<file path="config.mk">
export PLATFORM = sky130hd
export DESIGN_NAME = dmrt_front_flat
export DESIGN_NICKNAME = d
export VERILOG_FILES = /design/src/rtl/core/digest_match_run_tracker_macros.svh /design/src/rtl/core/dmrt_pkg.sv /design/src/rtl/core/dmrt_if.sv /design/src/rtl/core/dmrt_front.sv /design/src/flat_wrapper.sv
export SDC_FILE = /design/constraint.sdc
export NUM_CORES = 1
export LEC_CHECK = 0
export ABC_AREA = 1
export ABC_CLOCK_PERIOD_IN_PS = 14100
export BUFFER_PORTS_ARGS = -buffer_cell sky130_fd_sc_hd__clkbuf_2
export CAP_MARGIN = 40
export CORE_MARGIN = 4
export CORE_UTILIZATION = 45
export CTS_BUF_LIST = sky130_fd_sc_hd__clkbuf_4
export DETAILED_ROUTE_END_ITERATION = 16
export GPL_ROUTABILITY_DRIVEN = 0
export PLACE_DENSITY = 0.83
export SYNTH_ARGS = -nofsm -noshare
export SYNTH_HDL_FRONTEND = slang
export SYNTH_SLANG_ARGS = --single-unit
</file>
<file path="constraint.sdc">
create_clock -name clk -period 14.1 [get_ports clk]
set_input_delay 2.82 -clock clk [delete_from_list [all_inputs] [get_ports clk]]
set_output_delay 2.82 -clock clk [all_outputs]
set_load 0.05 [all_outputs]
</file>
<file path="src/rtl/core/digest_match_run_tracker_macros.svh">
// ----------------------------------------------------------------------------
// Digest match run tracker assertion macros
// Shared immediate-implication and next-cycle forms for concurrent checks.
// ----------------------------------------------------------------------------
`ifndef DIGEST_MATCH_RUN_TRACKER_MACROS_SVH
`define DIGEST_MATCH_RUN_TRACKER_MACROS_SVH

// The consequent must hold in the same cycle as the antecedent.
`define DMRT_ASSERT_SAME(label, ante, cons) \
  label: assert property (@(posedge clk) disable iff (!rst_n) (ante) |-> (cons)) \
    else $error("dmrt check failed");

// The consequent must hold in the cycle after the antecedent.
`define DMRT_ASSERT_NEXT(label, ante, cons) \
  label: assert property (@(posedge clk) disable iff (!rst_n) (ante) |=> (cons)) \
    else $error("dmrt check failed");

`endif

</file>
<file path="src/rtl/core/dmrt_pkg.sv">
// ----------------------------------------------------------------------------
// Digest match run tracker package
// Shared widths, codes, defaults and types.
// ----------------------------------------------------------------------------
package dmrt_pkg;

  // Default geometry of the digest table and bucket index.
  localparam int DEF_TABLE_ENTRIES = 4096;
  localparam int DEF_KEY_BITS      = 12;

  // Field widths.
  localparam int LINE_W     = 24;
  localparam int SLOT_OUT_W = 12;
  localparam int USE_W      = 16;
  localparam int CFG_ADDR_W = 4;
  localparam int CFG_DATA_W = 32;

  localparam logic [USE_W-1:0] USE_MAX = '1;

  // Item modes.
  localparam logic [1:0] MODE_LOAD  = 2'd0;
  localparam logic [1:0] MODE_QUERY = 2'd1;
  localparam logic [1:0] MODE_FLUSH = 2'd2;
  localparam logic [1:0] MODE_NONE  = 2'd3;

  // Register indexes.
  localparam logic [1:0] REG_MATCH = 2'd0;
  localparam logic [1:0] REG_FUZZ  = 2'd1;
  localparam logic [1:0] REG_USES  = 2'd2;

  // Register reset values.
  localparam logic [LINE_W-1:0] RST_MATCH = 24'd1;
  localparam logic [LINE_W-1:0] RST_FUZZ  = 24'd5;
  localparam logic [USE_W-1:0]  RST_USES  = 16'd1;

  typedef struct packed {
    logic [1:0]        mode;
    logic [63:0]       digest_high;
    logic [63:0]       digest_low;
    logic [LINE_W-1:0] line_number;
  } item_t;

  // Head of the queue between front and back.
  typedef struct packed {
    logic  valid;
    item_t item;
  } q_t;

  typedef struct packed {
    logic [LINE_W-1:0] match_thr;
    logic [LINE_W-1:0] fuzz_thr;
    logic [USE_W-1:0]  use_limit;
  } cfg_t;

endpackage

</file>
<file path="src/rtl/core/dmrt_if.sv">
// ----------------------------------------------------------------------------
// Digest match run tracker channels
// Valid/ready interfaces for the item channel and the result channel.
// ----------------------------------------------------------------------------
interface dmrt_in_if import dmrt_pkg::*; ();
  logic              valid;
  logic              ready;
  logic [1:0]        mode;
  logic [63:0]       digest_high;
  logic [63:0]       digest_low;
  logic [LINE_W-1:0] line_number;

  modport source (output valid, mode, digest_high, digest_low, line_number, input ready);
  modport sink (input valid, mode, digest_high, digest_low, line_number, output ready);
endinterface


</file>
<file path="src/rtl/core/dmrt_front.sv">
// ----------------------------------------------------------------------------
// Digest match run tracker front end
// Accepts item beats, drops unknown modes and queues the rest for the back end.
// ----------------------------------------------------------------------------
module dmrt_front import dmrt_pkg::*; (
  input  logic      clk,
  input  logic      rst_n,
  dmrt_in_if.sink   in_ch,
  input  logic      enable,
  input  logic      pop,
  output q_t        head
);

  item_t      q_mem_r [2];
  logic       wr_ptr_r, rd_ptr_r;
  logic [1:0] cnt_r;
  logic [1:0] cnt_nxt;
  logic       push;
  item_t      in_item;

  assign in_item = '{mode: in_ch.mode, digest_high: in_ch.digest_high,
                     digest_low: in_ch.digest_low, line_number: in_ch.line_number};

  // Accept while enabled and there is room; an unknown mode is taken and discarded.
  assign in_ch.ready = enable && (cnt_r != 2'd2);
  assign push        = in_ch.valid && in_ch.ready && (in_ch.mode != MODE_NONE);

  assign head.valid = (cnt_r != 2'd0);
  assign head.item  = q_mem_r[rd_ptr_r];

  always_comb begin
    cnt_nxt = cnt_r;
    if (push && !pop) begin
      cnt_nxt = cnt_r + 2'd1;
    end else if (pop && !push) begin
      cnt_nxt = cnt_r - 2'd1;
    end
  end

  // Queue pointers and count.
  always_ff @(posedge clk) begin
    if (!rst_n) begin
      wr_ptr_r <= 1'b0;
      rd_ptr_r <= 1'b0;
      cnt_r    <= 2'd0;
    end else begin
      cnt_r <= cnt_nxt;
      if (push) begin
        wr_ptr_r <= !wr_ptr_r;
      end
      if (pop) begin
        rd_ptr_r <= !rd_ptr_r;
      end
    end
  end

  // Queue storage.
  always_ff @(posedge clk) begin
    if (push) begin
      q_mem_r[wr_ptr_r] <= in_item;
    end
  end

endmodule

</file>
<file path="src/flat_wrapper.sv">
// flat-port wrapper written by rule: the top's interface ports become plain ports
module dmrt_front_flat import dmrt_pkg::*;
  (clk, rst_n, enable, pop, head, in_ch_valid, in_ch_mode, in_ch_digest_high, in_ch_digest_low, in_ch_line_number, in_ch_ready);
  dmrt_in_if in_ch_i ();
  input  logic clk;
  input  logic rst_n;
  input  logic enable;
  input  logic pop;
  output q_t head;
  input wire logic [$bits(in_ch_i.valid)-1:0] in_ch_valid;
  input wire logic [$bits(in_ch_i.mode)-1:0] in_ch_mode;
  input wire logic [$bits(in_ch_i.digest_high)-1:0] in_ch_digest_high;
  input wire logic [$bits(in_ch_i.digest_low)-1:0] in_ch_digest_low;
  input wire logic [$bits(in_ch_i.line_number)-1:0] in_ch_line_number;
  output wire logic [$bits(in_ch_i.ready)-1:0] in_ch_ready;
  assign in_ch_i.valid = in_ch_valid;
  assign in_ch_i.mode = in_ch_mode;
  assign in_ch_i.digest_high = in_ch_digest_high;
  assign in_ch_i.digest_low = in_ch_digest_low;
  assign in_ch_i.line_number = in_ch_line_number;
  assign in_ch_ready = in_ch_i.ready;
  dmrt_front u_core (.clk(clk), .rst_n(rst_n), .in_ch(in_ch_i), .enable(enable), .pop(pop), .head(head));
endmodule
</file>
==> results_dict.tcl, run 1 <==
set metrics [dict create \
    cp-start-kind "input port" \
    antenna_left 0 \
    cts_tree "built" \
    grt_max_degree 90 \
    setup_viol 0 \
    cts_root_buf "clkbuf_4" \
    cts_sinks 313 \
    die_height_um 168 \
    worstSetupPathType "input port to output port" \
    synth-adder-area-share_pct 0.108 \
    cap_violations 0 \
    drt_iter0_drc 296 \
    worstHoldPathCells 2 \
    dieArea_um2 28400 \
    port_buffers 314 \
    worstHoldPathType "flip-flop to flip-flop" \
    grt_pass1_vias 6746 \
    worstSkewPairLatency_ps 640 \
    r2r_start "u_core.cnt_r[0]" \
    overflow 0 \
    yosysWarnings 0 \
    synthesis.instances 518 \
    dp_hpwl_um 15400 \
    dr_wl_met2_um 12000 \
    fill_cells 1972 \
    cellPowerDensity_nw_per_um2 140 \
    cts-resized-gates 0 \
    layout.nets 1066 \
    path_max_fanout 2 \
    syn_area_um2 11600 \
    drive_gt1_share_pct 62.2 \
    yosys.area_share.simple_pct 0.799 \
    worstReg2RegEnd "u_core.q_mem_r[1][76]" \
    skew_ps 29.6 \
    status "finished, final reports clean" \
    cp-end-kind "output port" \
    wl_per_cell_um 17.7 \
    cts_buffer_depth 3 \
    required_ps 11280 \
    cp_data_arrival_time_ps 3430 \
    endpoint "in_ch_ready" \
    synth_top_family_by_area "multiplexers" \
    post_synth_num_cell_types 15 \
    grt_setup_unrepaired "no" \
    synth_seq_cells 313 \
    syn_to_final_growth_pct 25.3 \
    viasPerCell 4.78 \
    worstSetupStartpoint "enable" \
    first_pass_iters 5 \
    report.final.slew_viol_count 0 \
    multi_input_area_um2 2090 \
    io_pins 315 \
    clkTransAtPathRegs_ps 60 \
    routed-wl-met3_um 1940 \
    grt_usage_pct 15.8 \
    rows 58 \
    top_layer "met4" \
    p_leak_nw 5.68 \
    fin_crit_sh_pct 44.3 \
    die_x_um 168 \
    muxShareOfSynthArea_pct 16.9 \
    period_needed_ps 6250 \
    peakVddDrop_v 0.0000934 \
    hold_buffers 0 \
    antenna_found_initial 1 \
    synth_xor_area_share_pct 0 \
    rr_worst_depth 6 \
    num_vias 6135 \
    cts-buffers-inserted 79 \
    timing.slew.headroom_pct 43.9 \
    seqCellArea_um2 9350 \
    start_util_pct 45.9 \
    tightest_slew_ps 842 \
    drcViolationCount 0 \
    cts-htree-levels 3 \
    layout_commonest_cell "clkbuf_2" \
    ys_seq_area_share_pct 80.7 \
    finalHoldViolCount 0 \
    final_cell_mix "314 x clkbuf_2, 308 x edfxtp_1, 106 x clkbuf_4, 94 x mux2_2, 60 x mux2_4" \
    dpl_cell_area_um2 13600 \
    grt_pass1_wl_um 35100 \
    max_freq_mhz 160 \
    tns_ps 0 \
    fin_area_um2 14500 \
    whs_ps 500 \
    post-cts-setup-buffers 0 \
    synth_area_per_cell_um2 22.4 \
    core-area_um2 25300 \
    finalWirelength_um 22700 \
    syn-num-nets 678 \
    synth_compound_area_share_pct 0.130 \
    wl_met1_um 8490 \
    r2r_slack_ps 11590 \
]
## sequential cells by signal, indices dropped and copies added (netlist names), named ones only
signal and count:
u_core.wr_ptr_r 1, u_core.cnt_r 2, u_core.rd_ptr_r 1, u_core.q_mem_r 308
## synthesized netlist by cell type (all sizes together)
cell | count | share of area [%]
a21oi | 2 | 0.086
nand3 | 1 | 0.043
nand3b | 1 | 0.065
buf | 17 | 1.2
nand2 | 12 | 0.39
ha | 1 | 0.11
edfxtp | 308 | 80
nor3 | 1 | 0.043
dfxtp | 5 | 0.86
nor2 | 8 | 0.26
mux2 | 154 | 17
o21ai | 1 | 0.043
inv | 7 | 0.23
## area by class of cell
| class | instances | share of cell area [%] |
|---|---|---|
| sequential | 313 | 64.4 |
| tap | 330 | 2.84 |
| timing repair buffer | 324 | 11.9 |
| antenna | 1 | 0.0172 |
| inverter | 7 | 0.215 |
| clock buffer | 106 | 5.48 |
| clock inverter | 21 | 0.733 |
| multi-input combinational | 181 | 14.4 |
## report_power, final
| group | internal (W) | switching [W] |
|---|---|---|
| registers | 0.00106 | 0.00000980 |
| logic | 0.0000838 | 0.000188 |
| clock network | 0.000364 | 0.000325 |
| total | 0.00150 | 0.000524 |
## logic make-up (layout without fill, tap and decap cells)
| family | Yosys count | after routing |
|---|---|---|
| mux | 154 | 154 |
| simple gates | 23 | 23 |
| flops | 313 | 313 |
| buf+inv | 24 | 458 |
| fa+ha+maj | 1 | 1 |
| other cells | 0 | 1 |
| compound gates | 3 | 3 |
## worst max-delay path, cell delays in order
cell and delay [ps]:
clkbuf_2 90, inv_1 30, a21oi_1 170, clkbuf_2 310
## layer usage
layer | up-vias | track usage [%]
li1 | 2864 | -
met1 | 2980 | 17.9
met2 | 263 | 27.6
met3 | 28 | 6.14
met4 | 0 | 5.15
met5 | - | 0
## how the worst min path moves through the flow
stage	endpoint	start
after floorplan	flip-flop	u_core.rd_ptr_r
after global placement	flip-flop	u_core.rd_ptr_r
after detailed placement	flip-flop	u_core.rd_ptr_r
after CTS	flip-flop	u_core.rd_ptr_r
after global routing	flip-flop	u_core.rd_ptr_r
final	u_core.rd_ptr_r	u_core.rd_ptr_r
## per-stage QoR
step	std cells	power (W)	worst slack, ps	utilization (%)
detailed placement	1155	0.00136	7860	53.9
floorplan	518	0.00129	4640	-
CTS	1282	0.00206	7860	57.5
global placement	1151	0.00135	7870	53.5
global route	1283	0.00213	7810	57.5
finish	1283	0.00203	7850	57.5
Power figures use the tool's default switching activity.
==> inputs of run 2 (changes only) <==
- ABC_CLOCK_PERIOD_IN_PS: 14100 -> 5460
- clock period: 14.1 -> 5.46 ns (I/O delays scaled with it)
==> results_dict.tcl, run 2 (synthesis results as in run 1) <==
set metrics [dict create \
    status "finished, final reports clean" \
    final_cell_mix "314 x clkbuf_2, 308 x edfxtp_1, 109 x clkbuf_4, 94 x mux2_2, 60 x mux2_4" \
    setup_viol 0 \
    num_vias 6148 \
    cts_sinks 313 \
    pre_cts_ws_ps 2210 \
    cap_violations 0 \
    largest_reg_flops 308 \
    cts_tree "built" \
    period_needed_ps 3450 \
    viasPerCell 4.80 \
    endpoint "head[149]" \
    tightest_slew_ps 872 \
    cts_buffer_depth 3 \
    layout.nets 1061 \
    die_x_um 168 \
    rows 58 \
    top_register "u_core.q_mem_r" \
    p_leak_nw 5.67 \
    cellPowerDensity_nw_per_um2 366 \
    finalWirelength_um 22800 \
    fin_area_um2 14500 \
    layout_commonest_cell "clkbuf_2" \
    largest_registers "u_core.q_mem_r: 308 flops, u_core.cnt_r: 2 flops" \
    fin_crit_sh_pct 63.3 \
    cts-htree-levels 3 \
    drive_gt1_share_pct 62.6 \
    report.final.slew_viol_count 0 \
    required_ps 4370 \
    drcViolationCount 0 \
    hold_buffers 0 \
    core-area_um2 25300 \
    grt_pass1_vias 6757 \
    path_max_fanout 32 \
    cp-end-kind "output port" \
    first_pass_iters 6 \
    grt_max_degree 155 \
    dieArea_um2 28400 \
    finalHoldViolCount 0 \
    die_height_um 168 \
    drt_iter0_drc 281 \
    worstReg2RegEnd "u_core.q_mem_r[1][137]" \
    worstHoldPathType "flip-flop to flip-flop" \
    cts-resized-gates 0 \
    r2r_slack_ps 3040 \
    timing.slew.headroom_pct 41.8 \
    min-delay-start "u_core.rd_ptr_r" \
    cp_data_arrival_time_ps 2360 \
    io_pins 315 \
    rr_worst_depth 5 \
    wl_per_cell_um 17.8 \
    dp_hpwl_um 15300 \
    grt_setup_unrepaired "no" \
    cts_root_buf "clkbuf_4" \
    cts-buffers-inserted 78 \
    start_util_pct 45.9 \
    grt_pass1_wl_um 34600 \
    r2r_start "u_core.cnt_r[0]" \
    worstSetupPathType "flip-flop to output port" \
    grt_usage_pct 15.7 \
    tns_ps 0 \
    overflow 0 \
    worstSkewPairLatency_ps 640 \
    antenna_found_initial 2 \
    peakVddDrop_v 0.000233 \
    syn_to_final_growth_pct 25.1 \
    antenna_left 0 \
    worst_slack_ps 2010 \
    skew_ps 25.7 \
    dpl_cell_area_um2 13500 \
    port_buffers 314 \
    max_freq_mhz 290 \
    clkTransAtPathRegs_ps 60 \
    cp-start-kind "flip-flop" \
    post-cts-setup-buffers 0 \
]
run 2: layer usage:
layer  track usage [%]  part of all wire, %
met1              16.9                   36
met5                 0                0.057
met3              5.77                  8.5
met4              8.33                  3.6
met2              26.9                   52
run 2: stage by stage:
| stage | total power, W | hold WS [ps] | utilization (%) | std cells |
|---|---|---|---|---|
| after floorplan | 0.00333 | 463 | - | 518 |
| after global placement | 0.00349 | 477 | 53.6 | 1151 |
| after detailed placement | 0.00351 | 490 | 53.6 | 1151 |
| after CTS | 0.00540 | 511 | 57.4 | 1280 |
| after global routing | 0.00558 | 536 | 57.4 | 1281 |
| final | 0.00531 | 501 | 57.4 | 1281 |
run 2: area by class of cell:
cell class	instances	area (um2)
diodes	1	2.50
clock buffers	109	818
clock inverters	20	134
fillers	1943	10800
inverters	7	30.0
multi-input cells	181	2090
flip-flops and latches	313	9350
well taps	330	413
repair buffers	320	1650
run 2: how the worst min path moves through the flow:
stage	to	slack, ps	cells past startpoint
after floorplan	flip-flop	460	2
after global placement	u_core.rd_ptr_r	480	2
after detailed placement	flip-flop	490	2
after CTS	u_core.rd_ptr_r	510	2
after global routing	u_core.q_mem_r[0][42]	540	1
final	u_core.rd_ptr_r	500	2
run 2: power by group:
part	internal (W)	switching, W	total, W	leakage, nW
sequential	0.00273	0.0000231	0.00275	2.85
combinational	0.000210	0.000487	0.000697	2.24
clock	0.00101	0.000846	0.00186	0.575
total	0.00395	0.00136	0.00531	5.67
run 2: critical path: stages (launching register included):
cell and delay (ps):
dfxtp_4 530, buf_4 540, mux2_2 400, clkbuf_2 240
==> inputs of run 3 (changes only) <==
- ABC_AREA: 1 -> 0
- ABC_CLOCK_PERIOD_IN_PS: 5460 -> 3200
- PLACE_DENSITY: 0.83 -> 0.8
- clock period: 5.46 -> 3.2 ns (I/O delays scaled with it)
==> results_dict.tcl, run 3 <==
set metrics [dict create \
    status "finished, final reports clean" \
    yosysWarnings 0 \
    dp_hpwl_um 14800 \
    cpLargestDelayFamily "buffers and inverters" \
    drcViolationCount 0 \
    async_flop_share_pct 0 \
    synth_ff_type "edfxtp_1" \
    syn_to_final_growth_pct 25.3 \
    switching_share_pct 27.0 \
    switching_power_w 0.00252 \
    period_needed_ps 2830 \
    timing.critical_path.buf_inv 2 \
    yosysTopAreaCellShare_pct 79.8 \
    synthesis.instances 507 \
    cp-start-kind "flip-flop" \
    worstSetupPathType "flip-flop to output port" \
    grt_pass1_vias 6594 \
    p_leak_nw 5.64 \
    hold_buffers 0 \
    synth_edf_count 308 \
    syn-num-nets 667 \
    cts-htree-levels 3 \
    worstHoldPathType "input port to flip-flop" \
    io_pins 315 \
    dieArea_um2 28400 \
    synth_area_leader_cell "edfxtp_1" \
    peakVddDrop_v 0.000333 \
    worst_slack_ps 365 \
    setup_viol 0 \
    die_height_um 168 \
    viasPerCell 4.77 \
    ys_seq_area_share_pct 80.7 \
    synth_area_per_cell_um2 22.8 \
    pwr-share-seq_pct 50.6 \
    largest_reg_flops 308 \
    max_freq_mhz 353 \
    synth_seq_cells 313 \
    crit_path_max_incr_delay_ps 430 \
    drive_gt1_share_pct 63.2 \
    cts_tree "built" \
    worstSkewPairLatency_ps 670 \
    wl_per_cell_um 17.7 \
    finalHoldViolCount 0 \
    grt_usage_pct 15.4 \
    final_cell_mix "314 x clkbuf_2, 308 x edfxtp_1, 105 x clkbuf_4, 94 x mux2_2, 60 x mux2_4" \
    antenna_left 0 \
    syn_area_um2 11600 \
    synth.area.top_cells "edfxtp_1 80%, mux2_2 9.1%, mux2_4 7.8%, dfxtp_1 0.86%, buf_6 0.78%" \
    report.final.slew_viol_count 0 \
    layout.nets 1049 \
    top_register "u_core.q_mem_r" \
    comb_power_share_pct 15.4 \
    cts_root_buf "clkbuf_4" \
    antenna_found_initial 4 \
    start_util_pct 45.9 \
    cts-resized-gates 0 \
    worstPathCellList "buf_12 -> mux2_2 -> clkbuf_2" \
    cts-buffers-inserted 77 \
    synth_most_common_cell "edfxtp_1" \
    overflow 0 \
    path_max_fanout 93 \
    clkTransAtPathRegs_ps 70 \
    rows 58 \
    die_x_um 168 \
    grt_setup_unrepaired "no" \
    cp-end-kind "output port" \
    cp_data_arrival_time_ps 2190 \
    p_clk_share_pct 33.9 \
    largest_registers "u_core.q_mem_r: 308 flops, u_core.cnt_r: 2 flops" \
    tightest_slew_ps 675 \
    cap_violations 0 \
    first_pass_iters 4 \
    post-cts-setup-buffers 0 \
    grt_max_degree 107 \
    whs_ps 161 \
    layout_commonest_cell "clkbuf_2" \
    post_synth_num_cell_types 20 \
    drt_iter0_drc 409 \
    fin_crit_sh_pct 88.6 \
    timing.slew.headroom_pct 55.0 \
    slowest_stage "buf_12" \
    pre_cts_ws_ps 892 \
    cts_sinks 313 \
    cellPowerDensity_nw_per_um2 642 \
    finalWirelength_um 22500 \
    port_buffers 314 \
    core-area_um2 25300 \
    grt_pass1_wl_um 34000 \
    num_vias 6044 \
    required_ps 2560 \
    cts_buffer_depth 3 \
    synthTopCellsByCount "308 x edfxtp_1, 94 x mux2_2, 60 x mux2_4" \
    intPower_w 0.00680 \
    skew_ps 46.1 \
]
[run 3: cell types whose count changed in the layout (fill, tap and decap cells not counted), moves of 4 or more]
cell / previous run / this run
nand2_1: 12 / 2
nor2_1: 8 / 0
and2_1: 0 / 4
clkbuf_4: 109 / 105
clkinv_2: 5 / 1
[run 3: power by group through the flow]
| stage | sequential [W] | combinational, W | clock, W |
|---|---|---|---|
| global placement | 0.00479 | 0.00144 | 0 |
| finish | 0.00471 | 0.00144 | 0.00316 |
| detailed placement | 0.00480 | 0.00145 | 0 |
| CTS | 0.00471 | 0.00145 | 0.00329 |
| global route | 0.00472 | 0.00151 | 0.00354 |
| floorplan | 0.00480 | 0.00111 | 0 |
[run 3: layout make-up]
class,count,area [um2]
Tap cell,330,413
Multi-Input combinational cell,174,2110
Sequential cell,313,9350
Fill cell,1952,10700
Timing Repair Buffer,320,1680
Inverter,3,11.3
Clock inverter,20,149
Antenna cell,3,7.51
Clock buffer,105,788
[run 3: final timing paths]
path                                            start                     end  slack, ps  cells past startpoint
worst max register to register        u_core.cnt_r[0]  u_core.q_mem_r[1][141]       1170                      4
worst min register to register        u_core.cnt_r[1]         u_core.cnt_r[1]        520                      2
worst min-delay path            in_ch_digest_high[34]  u_core.q_mem_r[0][122]        160                      1
worst max-delay path                        flip-flop                head[57]        370                      3
[run 3: cells by family (layout without fill, tap and decap cells)]
kind of cell	count (synthesis)	count (layout)	synth area share, %
xor gates and xnor gates	3	3	0.227
muxes	155	155	17.0
adders and majority gates	1	1	0.108
and+or+nand+nor	13	13	0.594
other	0	3	0
buffers and inverters	20	448	1.26
DFF	313	313	80.7
AOI/OAI and AO/OA	2	2	0.108
[run 3: per-stage QoR]
| stage | instance area (um2) | setup TNS, ps | std cells | utilization (%) | power (W) |
|---|---|---|---|---|---|
| 2_1_floorplan | 11600 | -160540 | 507 | - | 0.00591 |
| 3_5_place_dp | 13600 | 0 | 1140 | 53.7 | 0.00625 |
| 4_1_cts | 14500 | 0 | 1265 | 57.4 | 0.00946 |
| 6_report | 14500 | 0 | 1268 | 57.5 | 0.00931 |
| 3_3_place_gp | 13600 | 0 | 1140 | 53.7 | 0.00623 |
| 5_1_grt | 14500 | 0 | 1268 | 57.5 | 0.00977 |
[run 3: layer usage]
metal | GRT usage, % | routed length [um]
met4 | 6.35 | 544
met3 | 6.24 | 2280
met5 | 0 | 20
met2 | 25.6 | 11300
met1 | 17.8 | 8340
[run 3: worst register-to-register path, stage by stage (launching register included)]
cell and delay [ps]:
dfxtp_1 390, nand2b_1 150, nand4_1 310, nor2_4 220
buf_4 550
